File: src/hw/rtl/mctw_pkg.sv
// Shared types, codes and reset values for the multi-channel task watchdog.
package mctw_pkg;

  // Default sizes of the slot table.
  localparam int SLOTS_DEFAULT       = 16;
  localparam int CLIENT_BITS_DEFAULT = 16;

  // Fixed field widths of the request, response and configuration channels.
  localparam int CMD_BITS    = 2;
  localparam int ID_BITS     = 16;
  localparam int STATUS_BITS = 2;
  localparam int SLOT_BITS   = 4;
  localparam int CFG_BITS    = 16;
  localparam int REG_BITS    = 1;
  localparam int TIME_BITS   = 32;

  // Request command codes.
  localparam logic [CMD_BITS-1:0] CMD_TICK       = 2'd0;
  localparam logic [CMD_BITS-1:0] CMD_REGISTER   = 2'd1;
  localparam logic [CMD_BITS-1:0] CMD_UNREGISTER = 2'd2;
  localparam logic [CMD_BITS-1:0] CMD_PET        = 2'd3;

  // Response status codes.
  localparam logic [STATUS_BITS-1:0] ST_OK   = 2'd0;
  localparam logic [STATUS_BITS-1:0] ST_FULL = 2'd1;
  localparam logic [STATUS_BITS-1:0] ST_HANG = 2'd2;

  // Configuration register indexes.
  localparam logic [REG_BITS-1:0] REG_TIMEOUT  = 1'b0;
  localparam logic [REG_BITS-1:0] REG_INTERVAL = 1'b1;

  // Configuration reset values.
  localparam logic [CFG_BITS-1:0] TIMEOUT_RESET  = 16'd30;
  localparam logic [CFG_BITS-1:0] INTERVAL_RESET = 16'd5;

  // Operation carried by the token that walks the cell chain.
  typedef enum logic [1:0] {
    OP_SCAN,
    OP_REGISTER,
    OP_UNREGISTER,
    OP_PET
  } op_t;

  // Control part of the token handed from cell to cell.
  typedef struct packed {
    logic active;
    op_t  op;
    logic hit;
  } tok_ctrl_t;

  // One response as it leaves the block.
  typedef struct packed {
    logic [STATUS_BITS-1:0] status;
    logic [SLOT_BITS-1:0]   slot;
    logic                   found;
    logic [ID_BITS-1:0]     hung_client;
  } rsp_t;

endpackage

File: src/hw/rtl/mctw_ifs.sv
// Request, response and configuration channel interfaces of the watchdog.
interface mctw_req_if import mctw_pkg::*; ();
  logic                valid;
  logic                ready;
  logic [CMD_BITS-1:0] cmd;
  logic [ID_BITS-1:0]  client_id;

  modport source (output valid, cmd, client_id, input ready);
  modport sink   (input valid, cmd, client_id, output ready);
endinterface

interface mctw_rsp_if import mctw_pkg::*; ();
  logic                   valid;
  logic                   ready;
  logic [STATUS_BITS-1:0] status;
  logic [SLOT_BITS-1:0]   slot;
  logic                   found;
  logic [ID_BITS-1:0]     hung_client;

  modport source (output valid, status, slot, found, hung_client, input ready);
  modport sink   (input valid, status, slot, found, hung_client, output ready);
endinterface

interface mctw_cfg_if import mctw_pkg::*; ();
  logic                valid;
  logic                ready;
  logic [REG_BITS-1:0] reg_index;
  logic [CFG_BITS-1:0] data;

  modport source (output valid, reg_index, data, input ready);
  modport sink   (input valid, reg_index, data, output ready);
endinterface

File: src/hw/rtl/multi_channel_task_watchdog.sv
// Multi-channel task watchdog: a chain of slot cells behind a small command sequencer.
//
// Each of SLOTS slots holds a client id and the time of its last pet. Commands are
// tick (advance the seconds counter), register, unregister and pet; each request
// gives exactly one response. Register, unregister, pet and every tick that falls due
// for a scan send a token down the chain of slot cells, one cell per cycle, so that the
// lowest qualifying slot wins; such a request is not followed by the next acceptance
// until the token has left the last cell, so the chain length sets its time.
// A tick that does not scan, and any request once a hang is latched, skips the chain.
// A finished response waits in the output register while the next request is
// taken. Once a scan finds a slot idle longer than timeout_s, the block reports
// status 2 with that slot and its client on every response until reset.
// Configuration writes are taken at any time; registers are 0 timeout_s and
// 1 check_interval.
module multi_channel_task_watchdog import mctw_pkg::*; #(
  parameter int SLOTS       = SLOTS_DEFAULT,
  parameter int CLIENT_BITS = CLIENT_BITS_DEFAULT
) (
  input logic           clk,
  input logic           rst,
  mctw_req_if.sink      req,
  mctw_rsp_if.source    rsp,
  mctw_cfg_if.sink      cfg
);

  localparam int SB = (SLOTS > 1) ? $clog2(SLOTS) : 1;

  typedef enum logic [1:0] {
    S_IDLE,
    S_RUN,
    S_DONE
  } state_t;

  state_t                 state;
  tok_ctrl_t              launch;
  logic [CLIENT_BITS-1:0] id;
  logic [TIME_BITS-1:0]   now_seconds;
  logic [CFG_BITS-1:0]    ticks_to_check;
  logic [CFG_BITS-1:0]    timeout_s;
  logic [CFG_BITS-1:0]    check_interval;
  logic                   hang_latched;
  logic [SB-1:0]          hang_slot;
  logic [CLIENT_BITS-1:0] hang_client;
  rsp_t                   pending;
  rsp_t                   out_rsp;
  logic                   out_valid;

  tok_ctrl_t              chain_ctrl   [SLOTS+1];
  logic [SB-1:0]          chain_slot   [SLOTS+1];
  logic [CLIENT_BITS-1:0] chain_client [SLOTS+1];
  logic [SLOTS:0]         chain_active;

  logic [CFG_BITS:0]      tick_sum;
  logic                   scan_due;
  tok_ctrl_t              end_ctrl;
  rsp_t                   end_rsp;
  rsp_t                   hang_rsp;
  op_t                    req_op;

  // Head of the chain is the launch register.
  assign chain_ctrl[0]   = launch;
  assign chain_slot[0]   = '0;
  assign chain_client[0] = '0;

  // Row of slot cells.
  for (genvar i = 0; i < SLOTS; i++) begin : g_cell
    mctw_cell #(
      .IDX         (i),
      .SB          (SB),
      .CLIENT_BITS (CLIENT_BITS)
    ) u_cell (
      .clk         (clk),
      .rst         (rst),
      .id          (id),
      .now_seconds (now_seconds),
      .timeout_s   (timeout_s),
      .ctrl_in     (chain_ctrl[i]),
      .slot_in     (chain_slot[i]),
      .client_in   (chain_client[i]),
      .ctrl_out    (chain_ctrl[i+1]),
      .slot_out    (chain_slot[i+1]),
      .client_out  (chain_client[i+1])
    );
  end

  for (genvar i = 0; i <= SLOTS; i++) begin : g_active
    assign chain_active[i] = chain_ctrl[i].active;
  end

  // Scan is due when this tick completes the interval; zero acts as one.
  assign tick_sum = {1'b0, ticks_to_check} + {{CFG_BITS{1'b0}}, 1'b1};
  assign scan_due = tick_sum >= {1'b0, check_interval};

  // Map the request command onto the chain operation.
  always_comb begin
    unique case (req.cmd)
      CMD_REGISTER:   req_op = OP_REGISTER;
      CMD_UNREGISTER: req_op = OP_UNREGISTER;
      CMD_PET:        req_op = OP_PET;
      default:        req_op = OP_SCAN;
    endcase
  end

  // Response while the hang flag holds.
  always_comb begin
    hang_rsp             = '0;
    hang_rsp.status      = ST_HANG;
    hang_rsp.slot        = SLOT_BITS'(hang_slot);
    hang_rsp.hung_client = ID_BITS'(hang_client);
  end

  // Response formed from the token at the end of the chain.
  assign end_ctrl = chain_ctrl[SLOTS];

  always_comb begin
    end_rsp = '0;
    unique case (end_ctrl.op)
      OP_REGISTER: begin
        end_rsp.status = end_ctrl.hit ? ST_OK : ST_FULL;
        end_rsp.slot   = end_ctrl.hit ? SLOT_BITS'(chain_slot[SLOTS]) : '0;
      end
      OP_UNREGISTER, OP_PET: begin
        end_rsp.found = end_ctrl.hit;
      end
      OP_SCAN: begin
        if (end_ctrl.hit) begin
          end_rsp.status      = ST_HANG;
          end_rsp.slot        = SLOT_BITS'(chain_slot[SLOTS]);
          end_rsp.hung_client = ID_BITS'(chain_client[SLOTS]);
        end
      end
      default: end_rsp = '0;
    endcase
  end

  assign req.ready       = (state == S_IDLE);
  assign cfg.ready       = 1'b1;
  assign rsp.valid       = out_valid;
  assign rsp.status      = out_rsp.status;
  assign rsp.slot        = out_rsp.slot;
  assign rsp.found       = out_rsp.found;
  assign rsp.hung_client = out_rsp.hung_client;

  // Command sequencer, configuration and output register.
  always_ff @(posedge clk) begin
    if (rst) begin
      state          <= S_IDLE;
      launch         <= '0;
      now_seconds    <= '0;
      ticks_to_check <= '0;
      timeout_s      <= TIMEOUT_RESET;
      check_interval <= INTERVAL_RESET;
      hang_latched   <= 1'b0;
      hang_slot      <= '0;
      hang_client    <= '0;
      out_valid      <= 1'b0;
    end else begin
      if (cfg.valid) begin
        unique case (cfg.reg_index)
          REG_TIMEOUT:  timeout_s      <= cfg.data;
          REG_INTERVAL: check_interval <= cfg.data;
          default:      timeout_s      <= timeout_s;
        endcase
      end

      // The output register fills from the pending response and empties when taken.
      if (state == S_DONE && (!out_valid || rsp.ready)) begin
        out_valid <= 1'b1;
      end else if (rsp.ready) begin
        out_valid <= 1'b0;
      end

      unique case (state)
        S_IDLE: begin
          if (req.valid) begin
            id <= CLIENT_BITS'(req.client_id);
            if (hang_latched) begin
              pending <= hang_rsp;
              state   <= S_DONE;
            end else if (req.cmd == CMD_TICK) begin
              now_seconds <= now_seconds + 1'b1;
              if (scan_due) begin
                ticks_to_check <= '0;
                launch         <= '{active: 1'b1, op: OP_SCAN, hit: 1'b0};
                state          <= S_RUN;
              end else begin
                ticks_to_check <= tick_sum[CFG_BITS-1:0];
                pending        <= '0;
                state          <= S_DONE;
              end
            end else begin
              launch <= '{active: 1'b1, op: req_op, hit: 1'b0};
              state  <= S_RUN;
            end
          end
        end
        S_RUN: begin
          // The token has entered the first cell, so the launch register empties.
          launch.active <= 1'b0;
          if (end_ctrl.active) begin
            pending <= end_rsp;
            if (end_ctrl.op == OP_SCAN && end_ctrl.hit) begin
              hang_latched <= 1'b1;
              hang_slot    <= chain_slot[SLOTS];
              hang_client  <= chain_client[SLOTS];
            end
            state <= S_DONE;
          end
        end
        S_DONE: begin
          if (!out_valid || rsp.ready) begin
            out_rsp <= pending;
            state   <= S_IDLE;
          end
        end
        default: state <= S_IDLE;
      endcase
    end
  end

`ifndef SYNTHESIS
  // Only one token walks the chain at a time.
  a_one_token: assert property (@(posedge clk) disable iff (rst)
    $onehot0(chain_active))
    else $error("more than one token in the slot chain");

  // The hang flag holds until reset.
  a_hang_sticky: assert property (@(posedge clk) disable iff (rst)
    hang_latched |=> hang_latched)
    else $error("hang flag cleared without reset");

  // A hang response is only given once the flag is set.
  a_hang_status: assert property (@(posedge clk) disable iff (rst)
    (out_valid && out_rsp.status == ST_HANG) |-> hang_latched)
    else $error("hang reported without latched hang");

  // The chain is busy only while the sequencer waits on it.
  a_chain_run: assert property (@(posedge clk) disable iff (rst)
    (chain_active != '0) |-> (state == S_RUN))
    else $error("token in chain outside of run state");
`endif

endmodule

File: src/hw/rtl/mctw_cell.sv
// One slot of the watchdog table, acting on the token as it passes by.
module mctw_cell import mctw_pkg::*; #(
  parameter int IDX         = 0,
  parameter int SB          = 4,
  parameter int CLIENT_BITS = CLIENT_BITS_DEFAULT
) (
  input  logic                   clk,
  input  logic                   rst,
  input  logic [CLIENT_BITS-1:0] id,
  input  logic [TIME_BITS-1:0]   now_seconds,
  input  logic [CFG_BITS-1:0]    timeout_s,
  input  tok_ctrl_t              ctrl_in,
  input  logic [SB-1:0]          slot_in,
  input  logic [CLIENT_BITS-1:0] client_in,
  output tok_ctrl_t              ctrl_out,
  output logic [SB-1:0]          slot_out,
  output logic [CLIENT_BITS-1:0] client_out
);

  logic                   valid;
  logic [CLIENT_BITS-1:0] client;
  logic [TIME_BITS-1:0]   last_pet;

  logic [TIME_BITS-1:0]   elapsed;
  logic                   overdue;
  logic                   match;
  logic                   take;
  tok_ctrl_t              ctrl_next;
  logic [SB-1:0]          slot_next;
  logic [CLIENT_BITS-1:0] client_next;

  // Elapsed time wraps with the seconds counter.
  assign elapsed = now_seconds - last_pet;
  assign overdue = elapsed > {{(TIME_BITS-CFG_BITS){1'b0}}, timeout_s};
  assign match   = valid && (client == id);

  // The first cell that qualifies claims the token; later cells pass it on.
  always_comb begin
    take        = 1'b0;
    ctrl_next   = ctrl_in;
    slot_next   = slot_in;
    client_next = client_in;
    if (ctrl_in.active && !ctrl_in.hit) begin
      unique case (ctrl_in.op)
        OP_SCAN:       take = valid && overdue;
        OP_REGISTER:   take = !valid;
        OP_UNREGISTER: take = match;
        OP_PET:        take = match;
        default:       take = 1'b0;
      endcase
    end
    if (take) begin
      ctrl_next.hit = 1'b1;
      slot_next     = SB'(IDX);
      client_next   = client;
    end
  end

  // Token stage toward the next cell.
  always_ff @(posedge clk) begin
    if (rst) begin
      ctrl_out <= '0;
    end else begin
      ctrl_out <= ctrl_next;
    end
  end

  always_ff @(posedge clk) begin
    slot_out   <= slot_next;
    client_out <= client_next;
  end

  // Slot occupancy.
  always_ff @(posedge clk) begin
    if (rst) begin
      valid <= 1'b0;
    end else if (take && ctrl_in.op == OP_REGISTER) begin
      valid <= 1'b1;
    end else if (take && ctrl_in.op == OP_UNREGISTER) begin
      valid <= 1'b0;
    end
  end

  // Slot contents, written on register and stamped again on pet.
  always_ff @(posedge clk) begin
    if (take && ctrl_in.op == OP_REGISTER) begin
      client   <= id;
      last_pet <= now_seconds;
    end else if (take && ctrl_in.op == OP_PET) begin
      last_pet <= now_seconds;
    end
  end

endmodule

File: src/flat_wrapper.sv
// flat-port wrapper written by rule: the top's interface ports become plain ports
module multi_channel_task_watchdog_flat import mctw_pkg::*;
#(
  parameter int SLOTS       = SLOTS_DEFAULT,
  parameter int CLIENT_BITS = CLIENT_BITS_DEFAULT
)
  (clk, rst, req_valid, req_cmd, req_client_id, req_ready, rsp_valid, rsp_status, rsp_slot, rsp_found, rsp_hung_client, rsp_ready, cfg_valid, cfg_reg_index, cfg_data, cfg_ready);
  mctw_req_if req_i ();
  mctw_rsp_if rsp_i ();
  mctw_cfg_if cfg_i ();
  input logic clk;
  input logic rst;
  input wire logic [$bits(req_i.valid)-1:0] req_valid;
  input wire logic [$bits(req_i.cmd)-1:0] req_cmd;
  input wire logic [$bits(req_i.client_id)-1:0] req_client_id;
  output wire logic [$bits(req_i.ready)-1:0] req_ready;
  output wire logic [$bits(rsp_i.valid)-1:0] rsp_valid;
  output wire logic [$bits(rsp_i.status)-1:0] rsp_status;
  output wire logic [$bits(rsp_i.slot)-1:0] rsp_slot;
  output wire logic [$bits(rsp_i.found)-1:0] rsp_found;
  output wire logic [$bits(rsp_i.hung_client)-1:0] rsp_hung_client;
  input wire logic [$bits(rsp_i.ready)-1:0] rsp_ready;
  input wire logic [$bits(cfg_i.valid)-1:0] cfg_valid;
  input wire logic [$bits(cfg_i.reg_index)-1:0] cfg_reg_index;
  input wire logic [$bits(cfg_i.data)-1:0] cfg_data;
  output wire logic [$bits(cfg_i.ready)-1:0] cfg_ready;
  assign req_i.valid = req_valid;
  assign req_i.cmd = req_cmd;
  assign req_i.client_id = req_client_id;
  assign req_ready = req_i.ready;
  assign rsp_valid = rsp_i.valid;
  assign rsp_status = rsp_i.status;
  assign rsp_slot = rsp_i.slot;
  assign rsp_found = rsp_i.found;
  assign rsp_hung_client = rsp_i.hung_client;
  assign rsp_i.ready = rsp_ready;
  assign cfg_i.valid = cfg_valid;
  assign cfg_i.reg_index = cfg_reg_index;
  assign cfg_i.data = cfg_data;
  assign cfg_ready = cfg_i.ready;
  multi_channel_task_watchdog #(.SLOTS(SLOTS), .CLIENT_BITS(CLIENT_BITS)) u_core (.clk(clk), .rst(rst), .req(req_i), .rsp(rsp_i), .cfg(cfg_i));
endmodule
File: config.mk
export PLATFORM = sky130hd
export DESIGN_NAME = multi_channel_task_watchdog_flat
export DESIGN_NICKNAME = d
export VERILOG_FILES = /design/src/hw/rtl/mctw_pkg.sv /design/src/hw/rtl/mctw_ifs.sv /design/src/hw/rtl/multi_channel_task_watchdog.sv /design/src/hw/rtl/mctw_cell.sv /design/src/flat_wrapper.sv
export SDC_FILE = /design/constraint.sdc
export NUM_CORES = 2
export LEC_CHECK = 0
export ABC_CLOCK_PERIOD_IN_PS = 16400
export BUFFER_PORTS_ARGS = -buffer_cell sky130_fd_sc_hd__buf_2
export CORE_UTILIZATION = 44
export CTS_BUF_LIST = sky130_fd_sc_hd__clkbuf_8
export DETAILED_ROUTE_END_ITERATION = 12
export SLEW_MARGIN = 20
export SYNTH_ARGS = -nofsm -noshare
export SYNTH_HDL_FRONTEND = slang
export SYNTH_SLANG_ARGS = --single-unit
File: constraint.sdc
create_clock -name clk -period 16.4 [get_ports clk]
set_clock_uncertainty 0.2 [all_clocks]
set_input_delay 3.28 -clock clk [delete_from_list [all_inputs] [get_ports clk]]
set_output_delay 3.28 -clock clk [all_outputs]
set_load 0.01 [all_outputs]
==> impl_metrics.toml <==
[critical_path]
path_buf_inv = 2
arrival_ps = 7710
startpoint_type = "register"
slowest_delay_ps = 670
required_ps = 17050
critPathSlowestCell = "nor4_1"
crit_path_end_kind = "register"
critPathTopFamily = "simple AND/OR/NAND/NOR gates"
crit_chain = "buf_4, ha_1, and3_1, a21boi_0, a41oi_1, a311oi_1, nor2b_1, o21bai_1, a21oi_1, xnor2_1, ha_1, nand4_1, nor4_1, nor3_1, nor4_1, nand4_1, nor4_1, nand4_1, o21ai_2, buf_4, mux2_2"
path_max_fanout = 34
path_class = "reg2reg"

[sta]
period_share_pct = 43.01
fin_tns_setup_ps = 0
final-setup-viol-count = 0
worst_slew_pin_slew_ps = 1134
rsz0062_at_grt = "false"
maxSlewHeadroom_pct = 22.23
setup_ws_ps = 9346
slew_violations = 0
fmax_mhz = 141.8
timing.final.hold_violations = 0
min_period_ps = 7054

[placement]
port_buffers = 64
dpl.cell_count = 10700
globalplace.congestion = 0.9265
post-place-ws_ps = 9418
dp_hpwl_mm = 169.9

[yosys]
syn_nets = 9072
synth_warnings = 0
synthTopCellsByArea = "edfxtp_1, dfxtp_1, ha_1"
synth_common_cells = "edfxtp_1, ha_1, inv_1, a21oi_1, nand2_1"
synth_edf_count = 830
synthDistinctLibCells = 113
synth_top_area_share_pct = 30.40
seq_area_frac_synth_pct = 42.42
synth_flop_cell = "edfxtp_1"
netlist_area_sq_um = 81980
synth-seq-cells = 1322
synth.avg_cell_area_sq_um = 9.942
yosysTopAreaCell = "edfxtp_1"
async_flop_share_pct = 0
syn_inst = 8246
yosysMostFrequentCell = "edfxtp_1"

[cts]
clkTransAtPathRegs_ps = 70
h-tree-depth = 4
cts_hold_buf = 0
root_buffer = "clkbuf_8"
cts_buffer_depth = 3
cts_resized = 0
postCtsSetupRepairBufs = 0
numCtsBuffers = 227
cts_tree = "done"
clk-insertion-delay-late_ps = 1010
clock-sinks = 1322

[routing]
post_drt_via_cell_ratio = 5.766
wirelength_mm = 239.2
ant_nets = 0
post-route-drc-count = 0
drtPass1Iterations = 6
drt_iter0_drc = 5792
avgRoutedWirePerCell_um = 21.48
dr_total_vias = 64220

[floorplanning]
placementRows = 158
die-area_sq_um = 188000
die_width_um = 433.6
initial_core_util_pct = 44.26
core_area_sq_um = 185200
num_io_pins = 66
die_h_um = 433.6

[layout]
ff_latch_area_sq_um = 34810
fin_cells = 11140
nFillCells = 17170
area_growth_syn_to_layout_pct = 10.51
layout.nets = 9276
final_layout_size_suffix_gt1_share_pct = 10.37
multi_input_area_sq_um = 43650

[grt]
grt-ovfl-total = 0
grt_pass1_wl_mm = 364.1
antenna_found_initial = 13
grt_max_degree = 73
grt_pass1_vias = 61980
grt_util_all_layers_pct = 24.99

[worst_hold_path]
worstHoldPathType = "reg2reg"

[power]
comb_power_share_pct = 3.6
power_frac_clock_pct = 45.9
p_int_w = 0.005357
p_leak_nw = 40.31
p_per_area_nw_per_um2 = 77.35
seq_power_share_pct = 50.6
vdd_ir_drop_max_mv = 0.08362
swShare_pct = 23.56
switchingPower_w = 0.001651

[job]
maxCapViolCount = 0

[outcome]
outcome = "finished clean"
==> layout make-up <==
cell class | instances | area share (%)
clock inverters | 172 | 1.486
multi-input cells | 5983 | 48.18
repair buffers | 212 | 1.601
diodes | 5 | 0.01381
well taps | 2480 | 3.425
inverters | 704 | 2.917
flip-flops and latches | 1322 | 38.43
clock buffers | 260 | 3.950
==> worst register-to-register path, stage by stage, from the launching register on <==
cell and delay (ps):
dfxtp_2 320, buf_4 500, ha_1 410, and3_1 280, a21boi_0 150, a41oi_1 460, a311oi_1 180, nor2b_1 390
o21bai_1 100, a21oi_1 190, xnor2_1 110, ha_1 310, nand4_1 160, nor4_1 420, nor3_1 90, nor4_1 670
nand4_1 160, nor4_1 210, nand4_1 540, o21ai_2 310, buf_4 340, mux2_2 390
==> kinds of logic (layout without fill, tap and decap cells) <==
group / after synthesis / in the layout / share of synthesized area, %
DFF: 1322 / 1322 / 42.42
and+or+nand+nor: 2286 / 2286 / 14.20
other: 1 / 6 / 0.004574
muxes: 277 / 277 / 3.874
AOI/OAI and AO/OA: 2018 / 2018 / 16.25
xor gates and xnor gates: 615 / 615 / 6.589
adders and majority gates: 786 / 786 / 12.14
buffers and inverters: 941 / 1348 / 4.527
==> layer usage <==
layer	routed length, um	vias up	GRT usage (%)
met5	0	-	0
met4	7684	0	8.747
li1	-	30680	-
met2	111100	1911	40.89
met3	12590	411	3.000
met1	107800	31230	33.94
==> power by group through the flow <==
stage / clock network [W] / logic [W] / registers (W)
global placement: 0 / 0.000243 / 0.00361
detailed placement: 0 / 0.000249 / 0.00361
finish: 0.00321 / 0.000250 / 0.00354
global route: 0.00344 / 0.000274 / 0.00354
floorplan: 0 / 0.000152 / 0.00361
CTS: 0.00330 / 0.000250 / 0.00354
==> worst paths after layout <==
check	from	to	slack [ps]	depth (start not counted)
worst min register to register	u_core.g_cell[2].u_cell.slot_out[1]$_SDFF_PP1_	u_core.g_cell[3].u_cell.slot_out[1]$_SDFF_PP1_	210	1
worst max-delay path	u_core.now_seconds[7]$_SDFFE_PP0P_	u_core.g_cell[1].u_cell.client_out[1]$_DFF_P_	9350	21
worst min-delay path	u_core.g_cell[2].u_cell.slot_out[1]$_SDFF_PP1_	u_core.g_cell[3].u_cell.slot_out[1]$_SDFF_PP1_	210	1
worst max register to register	u_core.now_seconds[7]$_SDFFE_PP0P_	u_core.g_cell[1].u_cell.client_out[1]$_DFF_P_	9350	21
==> flip-flops by register name (all words and copies together) (netlist names), 2 cells and up <==
name,flops
u_core.g_cell.u_cell.ctrl_out,64
u_core.rsp.hung_client,16
u_core.timeout_s,16
u_core.rsp.status,2
u_core.check_interval,16
u_core.hang_client,16
u_core.state,2
u_core.g_cell.u_cell.client_out,256
u_core.chain_ctrl,2
u_core.g_cell.u_cell.client,256
u_core.rsp.slot,4
u_core.g_cell.u_cell.valid,16
u_core.ticks_to_check,16
u_core.hang_slot,4
u_core.pending,23
u_core.id,16
u_core.now_seconds,32
u_core.g_cell.u_cell.slot_out,49
u_core.g_cell.u_cell.last_pet,512
==> cells in the final DEF (no fill, tap or decap), types with 112 or more instances in the layout <==
cell type / Yosys / final
edfxtp_1: 830 / 830
inv_1: 703 / 786
ha_1: 770 / 770
a21oi_1: 626 / 625
nand2_1: 555 / 555
dfxtp_1: 492 / 461
nor2_1: 456 / 454
xnor2_1: 345 / 345
o21ai_0: 328 / 328
xor2_1: 268 / 268
clkbuf_8: 0 / 260
a21o_1: 197 / 197
nand3_1: 195 / 195
nand4_1: 187 / 187
nor2b_1: 177 / 177
mux2_2: 166 / 166
buf_4: 7 / 147
nor3_1: 137 / 134
o21a_1: 114 / 114
nand2b_1: 112 / 112
==> per-stage QoR <==
step                util (%)  total power (W)  instance area [sq um]  hold slack (ps)
finish                 48.91         0.007008                  90590            211.0
global route           48.90         0.007253                  90590            223.4
CTS                    48.89         0.007094                  90570            191.8
detailed placement     46.24         0.003862                  85640            197.3
global placement       46.23         0.003856                  85630            190.9
floorplan                  -         0.003763                  81980            181.9
No activity file was read; power rests on OpenSTA's default activity.
